--- src/design/q2e_pkg.sv ---
// Shared types, constants and the CORDIC angle table for the quaternion to Euler block.
// Depends on nothing.
`default_nettype none
package q2e_pkg;
    localparam int CW = 37;          // CORDIC x/y datapath width
    localparam int ZW = 28;          // CORDIC angle accumulator width (deg, Q16)
    localparam int MW = 32;          // multiplier operand width
    localparam int NW = 61;          // square root radicand width

    localparam logic signed [ZW-1:0] DEG180_Q16 = 28'sd11796480;
    localparam logic signed [ZW-1:0] DEG90_64   = 28'sd5760;
    localparam logic signed [ZW-1:0] DEG180_64  = 28'sd11520;
    localparam logic [14:0] YAW_HI_64 = 15'd21760;
    localparam logic [14:0] YAW_LO_64 = 15'd1280;
    localparam logic signed [MW-1:0] TURN_64 = 32'sd23040;

    typedef enum logic [3:0] {
        S_IDLE, S_MUL, S_ACC, S_VMUL, S_VACC, S_SQRT,
        S_RGO, S_RWAIT, S_PGO, S_PWAIT, S_YGO, S_YWAIT,
        S_UNWRAP, S_TMUL, S_TACC
    } t_state;

    // atan(2^-i) in degrees, Q16
    function automatic logic signed [ZW-1:0] atan_tab(input logic [4:0] idx);
        logic signed [ZW-1:0] v;
        case (idx)
            5'd0:  v = 28'sd2949120;
            5'd1:  v = 28'sd1740967;
            5'd2:  v = 28'sd919879;
            5'd3:  v = 28'sd466945;
            5'd4:  v = 28'sd234379;
            5'd5:  v = 28'sd117304;
            5'd6:  v = 28'sd58666;
            5'd7:  v = 28'sd29335;
            5'd8:  v = 28'sd14668;
            5'd9:  v = 28'sd7334;
            5'd10: v = 28'sd3667;
            5'd11: v = 28'sd1833;
            5'd12: v = 28'sd917;
            5'd13: v = 28'sd458;
            5'd14: v = 28'sd229;
            5'd15: v = 28'sd115;
            5'd16: v = 28'sd57;
            5'd17: v = 28'sd29;
            5'd18: v = 28'sd14;
            5'd19: v = 28'sd7;
            5'd20: v = 28'sd4;
            5'd21: v = 28'sd2;
            5'd22: v = 28'sd1;
            default: v = 28'sd0;
        endcase
        return v;
    endfunction
endpackage
`default_nettype wire

--- src/design/q2e_mul.sv ---
// Shared registered signed multiplier.
// Depends on q2e_pkg.
`default_nettype none
module q2e_mul (
    input  wire                                 i_clk,
    input  wire  logic signed [q2e_pkg::MW-1:0] i_a,
    input  wire  logic signed [q2e_pkg::MW-1:0] i_b,
    output logic signed [2*q2e_pkg::MW-1:0]     o_p
);
    // one product per cycle, registered
    always_ff @(posedge i_clk) begin
        o_p <= i_a * i_b;
    end
endmodule
`default_nettype wire

--- config.mk ---
export PLATFORM = sky130hd
export DESIGN_NAME = q2e_mul
export DESIGN_NICKNAME = d
export VERILOG_FILES = /design/src/design/q2e_pkg.sv /design/src/design/q2e_mul.sv
export SDC_FILE = /design/constraint.sdc
export NUM_CORES = 2
export LEC_CHECK = 0
export BUFFER_PORTS_ARGS = -buffer_cell sky130_fd_sc_hd__buf_2
export CAP_MARGIN = 20
export CORE_AREA = 2 2 276 278
export DETAILED_ROUTE_END_ITERATION = 6
export DIE_AREA = 0 0 278 280
export PLACE_DENSITY_LB_ADDON = 0.05
export SLEW_MARGIN = 30
export SYNTH_ARGS = -nofsm -noshare
export SYNTH_HDL_FRONTEND = slang
export SYNTH_SLANG_ARGS = --single-unit
--- constraint.sdc ---
create_clock -name i_clk -period 9.3 [get_ports i_clk]
set_input_delay 0.465 -clock i_clk [delete_from_list [all_inputs] [get_ports i_clk]]
set_output_delay 0.465 -clock i_clk [all_outputs]
set_load 0.005 [all_outputs]
==> summary by stage <==
Run status
The run finished with clean final reports.

Clocking
After clock tree synthesis, the clock-pin slew on the worst setup and hold paths is 0.08 ns. Post-CTS timing repair inserted 0 buffers for setup. The number of buffers between clock root and the deepest sink is 2. The H-tree was split into 3 levels. The clock tree root driver cell is sky130_fd_sc_hd__clkbuf_16. The number of instances resized during post-cts repair is 0. The clock net in this run drives a total of 64 sinks. The TritonCTS buffer count is 9.

The number of hold buffers added after CTS is 0. The clock tree from TritonCTS is built.

STA
The total of endpoints with negative setup slack in the final report is 0. The final critical path takes up 93.5% of the cycle. In the final timing run, aggregate negative setup slack is 0 ns. Hold timing on the final database bottoms out at a slack of 0.557 ns. The max-slew violation count is 0. For the pin with the worst max-slew slack, the measured transition is 1.09 ns. The final critical-path required period is 8.70 ns. Measured against its own limit, the worst slew margin works out to 27.4%.

The hold violation count in the final report came to 0. The top achievable clock speed is 115 MHz. Setup repair after global routing left no endpoint under its margin.

Routing
The total wire length after detailed routing is 105,000 um. Across all layers, the routed design uses 25,340 vias. Using the TritonRoute via totals, the vias-per-cell ratio works out to 5.19. After detailed routing, the number of remaining DRC violations is 0.

For this run, the detailed router's first-pass iteration total came to 5. The final routed wire length divided by cell count is 21.5 um. After the first detailed-routing iteration, the DRC count stood at 1,197. Once detail routing completed, the nets flagged for antenna violations numbered 0.

Cells and area
The final instance count without filler cells is 4,884. The register with the most flip-flops in the layout has 64 of them. Compared with the post-synthesis result, the final layout area differs by 5.40%.

The share of the core filled with cells is 52.2%. The most frequent standard cell in the layout excluding fill and tap cells is sky130_fd_sc_hd__fa_1. Fill cells in the final layout number 7,144. The net count of the finished layout is 5,230. The layout cell share with drive strength beyond 1 is 6.22%. The register with the highest flop count is o_p. The library cells used most frequently in the layout, excluding fill and tap cells, are sky130_fd_sc_hd__fa_1, sky130_fd_sc_hd__inv_1, sky130_fd_sc_hd__and2_1. The largest registers in the layout are o_p x64.

Setup path
The data required time at the worst endpoint is 9.59 ns. The worst setup path is captured at a register. The top fanout value on the critical path is 31. The kind of critical path is input port to register.

The arrival time at the worst endpoint is 8.99 ns. The top cell family by delay on the critical path is adder cells. The maximum cell stage delay along the critical path is 0.96 ns. The most numerous cell type found on the critical path is sky130_fd_sc_hd__fa_1.

The worst setup path is launched from an input port. Counting both buffers and inverters, the worst setup path holds a total of 5. Among all stages on the critical path, the largest delay is contributed by sky130_fd_sc_hd__a211oi_2. Walking the worst path, the cells encountered are buf_2, buf_4, and2_1, fa_1, fa_1, fa_1, inv_1, fa_1, inv_1, fa_1, fa_1, fa_1, fa_1, ha_1, and4_1, nand3_1, o21ai_2, nand3_1, a211oi_2, a311oi_1, buf_4, o31ai_1, a21oi_1, xnor2_1.

Yosys
The share of async-settable or async-resettable flops after synthesis is 0%. In the synthesized netlist, the number of instances is 3,884. The total nets after synthesis is 5,215. The number of library cell types mapped by synthesis is 63. The top flip-flop cell by instance count after synthesis is sky130_fd_sc_hd__dfxtp_1. In this run, synthesis inferred 0 flip-flops with an integrated enable.

The synthesized flop and latch total is 64. By area the synthesized netlist is led by sky130_fd_sc_hd__fa_1, sky130_fd_sc_hd__inv_1, sky130_fd_sc_hd__and2_1, sky130_fd_sc_hd__ha_1, sky130_fd_sc_hd__nand2_1. The biggest area contributor in the post-synthesis netlist is sky130_fd_sc_hd__fa_1. Dividing the synthesized area by the synthesized cell count gives 9.59 um^2. The sequential element share of the synthesized area is 3.44%. Yosys printed 0 warnings. Summing every instance area after synthesis gives 0.0372 mm^2.

After synthesis, the largest area contributor takes up 58.2% of total cell area.

Worst hold path
Counting instances, the worst hold path has a depth of 2. The source of the worst hold timing path is i_b[0]. The worst min-delay path class is input port to register.

The worst hold path terminates at o_p[0].

Floorplan
The I/O pin count is 129. The initial utilization of the core area, before any placement, comes to 49.5%. The count of standard-cell rows is 101. Measured along the y axis, the die boundary spans 280 um.

The die width is 278 um. The core outline area is 0.0752 mm^2. The die covers 0.0778 mm^2.

Placement
Once placement completed, the tool counted placed cells totaling 4,866. After legalization and detailed placement, the total HPWL measured 87,600 um. The final RePlAce weighted congestion is 0.883.

The number of port buffers is 128.

Global routing
The total congestion overflow after global routing is 0. The first-pass GRT wire length is 168,000 um. The number of antenna violations at the first check in global routing is 5. Entering global routing, the biggest net connects 33 pins. The number of global-route vias before repair is 28,286. The global router's overall resource usage is 28.9%.

Flow run
The tool flagged a number of max-cap violations equal to 0.
==> layout make-up <==
class | instances | area [um^2] | area share (%)
Antenna cell | 2 | 5.00 | 0.0127
Clock buffer | 10 | 229 | 0.583
Clock inverter | 6 | 60.1 | 0.153
Inverter | 952 | 3570 | 9.10
Multi-Input combinational cell | 2668 | 31600 | 80.6
Sequential cell | 64 | 1280 | 3.26
Tap cell | 978 | 1220 | 3.12
Timing Repair Buffer | 204 | 1250 | 3.18
==> synth_stat cells, types with 4 or more instances <==
| cell | instances |
|---|---|
| sky130_fd_sc_hd__nor2_1 | 42 |
| sky130_fd_sc_hd__nor3_1 | 6 |
| sky130_fd_sc_hd__nand2_1 | 511 |
| sky130_fd_sc_hd__o21bai_1 | 15 |
| sky130_fd_sc_hd__fa_1 | 1082 |
| sky130_fd_sc_hd__xor2_1 | 22 |
| sky130_fd_sc_hd__o31ai_1 | 6 |
| sky130_fd_sc_hd__ha_1 | 184 |
| sky130_fd_sc_hd__a211oi_1 | 4 |
| sky130_fd_sc_hd__o21ai_0 | 28 |
| sky130_fd_sc_hd__clkbuf_1 | 195 |
| sky130_fd_sc_hd__and2_1 | 516 |
| sky130_fd_sc_hd__nand4_1 | 7 |
| sky130_fd_sc_hd__nand2b_1 | 9 |
| sky130_fd_sc_hd__nand3_1 | 15 |
| sky130_fd_sc_hd__o21a_1 | 4 |
| sky130_fd_sc_hd__a31oi_1 | 12 |
| sky130_fd_sc_hd__inv_1 | 952 |
| sky130_fd_sc_hd__and3_1 | 7 |
| sky130_fd_sc_hd__dfxtp_1 | 64 |
| sky130_fd_sc_hd__a21o_1 | 23 |
| sky130_fd_sc_hd__a21oi_1 | 68 |
| sky130_fd_sc_hd__or3_1 | 4 |
| sky130_fd_sc_hd__xnor2_1 | 53 |
==> worst max-delay path by stage <==
stage / depth (start not counted) / slack (ns) / from / endpoint
floorplan: 24 / 1.57 / i_b[2] / o_p[62]
finish: 24 / 0.60 / i_b[6] / o_p[63]
detailed placement: 24 / 0.24 / i_b[6] / o_p[63]
global placement: 24 / 0.28 / i_b[6] / o_p[63]
global route: 28 / 0.44 / i_b[9] / o_p[63]
CTS: 24 / 0.65 / i_b[6] / o_p[63]
==> metal layers <==
| layer | vias to the layer above | global-route usage (%) | share of wire, % |
|---|---|---|---|
| met5 | - | 0 | 0.021 |
| met4 | 4 | 11.7 | 4.6 |
| met3 | 181 | 3.74 | 4.6 |
| met2 | 621 | 49.6 | 50 |
| met1 | 13458 | 37.4 | 40 |
| li1 | 11076 | - | - |
==> cells by family after synthesis <==
logic type / Yosys count / synth area share [%]
buf+inv: 1152 / 11.6
flops: 64 / 3.44
fa+ha+maj: 1266 / 64.3
compound gates: 193 / 3.46
simple gates: 1134 / 15.4
xor+xnor: 75 / 1.76
==> per-stage QoR <==
step | worst slack [ns] | cell area, um^2
3_3_place_gp | 0.284 | 39000
4_1_cts | 0.651 | 39200
2_1_floorplan | 1.57 | 37200
3_5_place_dp | 0.245 | 39000
5_1_grt | 0.435 | 39300
6_report | 0.601 | 39300
Power is not shown: default switching activity piles up to over one toggle a cycle in this logic, so the estimate is an artifact.
