==> src/design/q2e_pkg.sv <==
// Shared types, constants and the CORDIC angle table for the quaternion to Euler block.
// Depends on nothing.
`default_nettype none
package q2e_pkg;
    localparam int CW = 37;          // CORDIC x/y datapath width
    localparam int ZW = 28;          // CORDIC angle accumulator width (deg, Q16)
    localparam int MW = 32;          // multiplier operand width
    localparam int NW = 61;          // square root radicand width

    localparam logic signed [ZW-1:0] DEG180_Q16 = 28'sd11796480;
    localparam logic signed [ZW-1:0] DEG90_64   = 28'sd5760;
    localparam logic signed [ZW-1:0] DEG180_64  = 28'sd11520;
    localparam logic [14:0] YAW_HI_64 = 15'd21760;
    localparam logic [14:0] YAW_LO_64 = 15'd1280;
    localparam logic signed [MW-1:0] TURN_64 = 32'sd23040;

    typedef enum logic [3:0] {
        S_IDLE, S_MUL, S_ACC, S_VMUL, S_VACC, S_SQRT,
        S_RGO, S_RWAIT, S_PGO, S_PWAIT, S_YGO, S_YWAIT,
        S_UNWRAP, S_TMUL, S_TACC
    } t_state;

    // atan(2^-i) in degrees, Q16
    function automatic logic signed [ZW-1:0] atan_tab(input logic [4:0] idx);
        logic signed [ZW-1:0] v;
        case (idx)
            5'd0:  v = 28'sd2949120;
            5'd1:  v = 28'sd1740967;
            5'd2:  v = 28'sd919879;
            5'd3:  v = 28'sd466945;
            5'd4:  v = 28'sd234379;
            5'd5:  v = 28'sd117304;
            5'd6:  v = 28'sd58666;
            5'd7:  v = 28'sd29335;
            5'd8:  v = 28'sd14668;
            5'd9:  v = 28'sd7334;
            5'd10: v = 28'sd3667;
            5'd11: v = 28'sd1833;
            5'd12: v = 28'sd917;
            5'd13: v = 28'sd458;
            5'd14: v = 28'sd229;
            5'd15: v = 28'sd115;
            5'd16: v = 28'sd57;
            5'd17: v = 28'sd29;
            5'd18: v = 28'sd14;
            5'd19: v = 28'sd7;
            5'd20: v = 28'sd4;
            5'd21: v = 28'sd2;
            5'd22: v = 28'sd1;
            default: v = 28'sd0;
        endcase
        return v;
    endfunction
endpackage
`default_nettype wire

==> src/design/q2e_cordic.sv <==
// Iterative vectoring CORDIC atan2, result in 1/64 degree.
// Depends on q2e_pkg.
`default_nettype none
module q2e_cordic #(
    parameter int STEPS = 16
) (
    input  wire                                 i_clk,
    input  wire                                 i_rst_n,
    input  wire                                 i_start,
    input  wire  logic signed [q2e_pkg::CW-1:0] i_y,
    input  wire  logic signed [q2e_pkg::CW-1:0] i_x,
    output logic                                o_done,
    output logic signed [14:0]                  o_angle
);
    localparam int SW = (STEPS > 1) ? $clog2(STEPS) : 1;
    localparam logic [SW-1:0] LAST = SW'(STEPS - 1);

    logic signed [q2e_pkg::CW-1:0] r_x, r_y, sh_x, sh_y;
    logic signed [q2e_pkg::ZW-1:0] r_z, tab, zr;
    logic [SW-1:0]                 r_step;
    logic                          r_busy, r_fin;

    assign sh_x = r_x >>> r_step;
    assign sh_y = r_y >>> r_step;
    assign tab  = q2e_pkg::atan_tab(5'(r_step));
    assign zr   = (r_z + 28'sd512) >>> 10;

    // control
    always_ff @(posedge i_clk) begin
        if (!i_rst_n) begin
            r_busy <= 1'b0;
            r_fin  <= 1'b0;
            o_done <= 1'b0;
        end else begin
            o_done <= 1'b0;
            r_fin  <= 1'b0;
            if (i_start) begin
                if (i_x == '0) begin
                    o_done <= 1'b1;
                end else begin
                    r_busy <= 1'b1;
                    r_step <= '0;
                end
            end else if (r_busy) begin
                r_step <= r_step + 1'b1;
                if (r_step == LAST) begin
                    r_busy <= 1'b0;
                    r_fin  <= 1'b1;
                end
            end else if (r_fin) begin
                o_done <= 1'b1;
            end
        end
    end

    // rotation datapath and result
    always_ff @(posedge i_clk) begin
        if (i_start) begin
            if (i_x == '0) begin
                o_angle <= (i_y >= 0) ? 15'(q2e_pkg::DEG90_64) : 15'(-q2e_pkg::DEG90_64);
            end else if (i_x < 0) begin
                r_x <= -i_x;
                r_y <= -i_y;
                r_z <= (i_y >= 0) ? q2e_pkg::DEG180_Q16 : -q2e_pkg::DEG180_Q16;
            end else begin
                r_x <= i_x;
                r_y <= i_y;
                r_z <= '0;
            end
        end else if (r_busy) begin
            if (r_y >= 0) begin
                r_x <= r_x + sh_y;
                r_y <= r_y - sh_x;
                r_z <= r_z + tab;
            end else begin
                r_x <= r_x - sh_y;
                r_y <= r_y + sh_x;
                r_z <= r_z - tab;
            end
        end else if (r_fin) begin
            if (zr > q2e_pkg::DEG180_64) begin
                o_angle <= 15'(q2e_pkg::DEG180_64);
            end else if (zr < -q2e_pkg::DEG180_64) begin
                o_angle <= 15'(-q2e_pkg::DEG180_64);
            end else begin
                o_angle <= 15'(zr);
            end
        end
    end
endmodule
`default_nettype wire

==> config.mk <==
export PLATFORM = sky130hd
export DESIGN_NAME = q2e_cordic
export DESIGN_NICKNAME = d
export VERILOG_FILES = /design/src/design/q2e_pkg.sv /design/src/design/q2e_cordic.sv
export SDC_FILE = /design/constraint.sdc
export NUM_CORES = 1
export LEC_CHECK = 0
export BUFFER_PORTS_ARGS = -buffer_cell sky130_fd_sc_hd__buf_2
export CAP_MARGIN = 20
export CORE_UTILIZATION = 55
export DETAILED_ROUTE_END_ITERATION = 8
export GPL_TIMING_DRIVEN = 0
export PLACE_DENSITY = 0.73
export SLEW_MARGIN = 30
export SYNTH_ARGS = -nofsm -noshare
export SYNTH_HDL_FRONTEND = slang
export SYNTH_SLANG_ARGS = --single-unit
==> constraint.sdc <==
create_clock -name i_clk -period 12.5 [get_ports i_clk]
set_clock_uncertainty 0.05 [all_clocks]
set_input_delay 2.5 -clock i_clk [delete_from_list [all_inputs] [get_ports i_clk]]
set_output_delay 2.5 -clock i_clk [all_outputs]
set_load 0.01 [all_outputs]
==> results.txt <==
Status - finished, final reports clean
Post-synthesis sequential area ratio - 0.214
CTS sink count - 146
Max_slew headroom - 0.248
Die Ht - 189 µm
Vias - 20452
Drt first pass iters - 5
Worst hold path class - flop to flop
RD Place Congestion - 1.08
Synthesis-stage register bit count - 146
Post-synthesis cell count - 2320
P per Cell Area - 339 nW/µm²
DRT iter0 DRCs - 2456
Leak - 8.23 nW
Worst Path Max Fanout - 10
Slowest cell on crit path - clkbuf_1
Largest area contributor in the netlist - edfxtp_1
Final core utilization - 0.611
Fin cells - 2904
Mapped Area - 19300 µm²
Syn-to-layout area delta - 9.29%
Delay of the slowest critical-path stage - 0.87 ns
Num CTS Buffers - 17
Largest net degree at the start of global routing - 21
IO Port Bufs - 90
CP most frequent cell - clkbuf_1
First-pass GRT wire length - 119000 µm
Initial core utilization - 0.559
Final #Nets - 2628
WL final - 81600 µm
Post-synth EDFFs - 121
DRC Markers - 0
Initial antenna violation count - 1
Clk slew on worst S/H paths - 0.07 ns
Post-DRT Antenna Nets - 0
DR vias/cell - 7.04
Core Area - 34500 µm²
Placed instance count - 2872
Cell area after layout - 21100 µm²
Largest delay share family, worst path - buffers and inverters
Avg Cell Area, Syn - 8.32 µm²
Die Width - 189 µm
Dpl cell area - 20500 µm²
Dpl hpwl - 61800 µm
RSZ-0062 raised after global routing - false
Num rows - 68
Max VDD drop - 0.223 mV
Vias in the first global route - 19314
Startpoint Class - flop
Worst path arrival time - 10.51 ns
Final min period - 10.27 ns
Gr ovfl total - 0
CTS root buffer - clkbuf_16
Clk buf depth - 2
Later-pin clock latency in the skew report - 0.48 ns
Synth top area share - 0.188
Max-cap violations - 0
IO Count - 93
Period utilization - 0.822
GRT Total Usage - 0.451
WP data required - 12.74 ns
Crit Path Category - flop to flop
Synth unique cells - 80
Most frequent cell after synthesis - nand2_1
Async S/R FF share, synth - 0
Wire length per cell - 28.1 µm
CTS H-Tree Depth - 4
Fmax - 0.0974 GHz
Worst Path Buf+Inv - 7
Post-CTS resize count - 0
Least-Margin Pin Slew - 1.13 ns
CP Capture Type - flop
Hold_buf cts - 0
YS warnings - 0
Layout cells sized above 1 - 0.129
CTS tree - yes
Post-CTS Setup Bufs - 0
Slew Limit Fails - 0
Post-synth top flop - edfxtp_1
Hold Violations, Final - 0
ANT cells - 0
DIE AREA - 35800 µm²
Top post-synthesis cells by count - nand2_1 (256), nor2_1 (184), a21oi_1 (180)
Finish-stage setup viols - 0
Post-Syn Nets - 2512
Setup TNS - 0 ns
Synth area leaders - edfxtp_1 (19%), mux4_2 (9.0%), ha_1 (7.3%), xnor2_1 (7.0%), nand2_1 (5.0%)
-- cells in the final DEF, fill, tap and decap left out, drive strengths merged, types with 77 or more instances in the layout --
| master | Yosys | layout |
|---|---|---|
| o21ai | 180 | 180 |
| nor2 | 184 | 184 |
| ha | 112 | 112 |
| xor2 | 84 | 84 |
| nand2 | 256 | 256 |
| buf | 52 | 148 |
| mux4 | 77 | 77 |
| xnor2 | 154 | 154 |
| clkbuf | 64 | 86 |
| a21oi | 183 | 183 |
| edfxtp | 121 | 121 |
-- stage by stage --
| step | power, mW | hold WS, ns | setup slack, ns |
|---|---|---|---|
| 3_5_place_dp | 6.40 | 0.606 | 2.81 |
| 3_3_place_gp | 6.26 | 0.604 | -3.21 |
| 4_1_cts | 6.96 | 0.628 | 2.76 |
| 6_report | 7.16 | 0.627 | 2.23 |
| 5_1_grt | 7.64 | 0.638 | 2.20 |
| 2_1_floorplan | 5.06 | 0.557 | 1.78 |
-- state kept, by name (all words and copies together), names as in the netlist --
register / count
r_y: 37
o_angle: 15
o_done: 1
tab: 22
r_busy: 1
r_z: 28
r_x: 37
r_step: 4
r_fin: 1
-- kinds of logic (layout without fill, tap and decap cells) --
logic type,count (synthesis),after routing,share of synthesized area
DFF,146,146,0.214
buffers and inverters,180,309,0.0388
and+or+nand+nor,782,782,0.195
muxes,183,183,0.147
AOI/OAI and AO/OA,676,676,0.221
adders and majority gates,115,115,0.0757
xor gates and xnor gates,238,238,0.108
-- report_power, final --
part	internal, mW	total [mW]	switching, mW	leakage, nW
clock network	0.287	0.540	0.253	0.286
registers	0.853	1.26	0.405	1.43
logic	2.22	5.36	3.15	6.51
-- cell type report --
class / count / area [µm²]
multi-input cells: 1994 / 14400
fillers: 3098 / 13500
flip-flops and latches: 146 / 4130
repair buffers: 97 / 589
well taps: 455 / 569
plain buffers: 116 / 524
clock buffers: 21 / 493
inverters: 64 / 240
clock inverters: 11 / 91.3
-- path summary, 6_finish.rpt --
check                                     startpoint                   end  slack [ns]  cells past startpoint
worst max register to register   r_step[2]$_DFFE_PP_     r_y[29]$_DFFE_PP_        2.23                     26
worst min-delay path            r_z[0]$_SDFFCE_PP0P_  r_z[0]$_SDFFCE_PP0P_        0.63                      2
worst min register to register  r_z[0]$_SDFFCE_PP0P_  r_z[0]$_SDFFCE_PP0P_        0.63                      2
worst max-delay path             r_step[2]$_DFFE_PP_     r_y[29]$_DFFE_PP_        2.23                     26
-- worst reg2reg max path, delay by kind of cell (launching register included) --
kind	cells	cell delay (ns)
compound gates	12	3.14
xor+xnor	1	0.13
flops	1	0.45
fa+ha+maj	2	0.66
simple gates	4	1.06
buf+inv	7	4.63
-- layer usage --
layer  part of all wire  vias to the layer above  track usage
met3               0.11                      319       0.0877
met4              0.079                        0        0.321
met2               0.44                     1380        0.702
li1                   -                     8961            -
met5                  0                        -            0
met1               0.37                     9792        0.561
No activity file was read; power rests on OpenSTA's default activity.
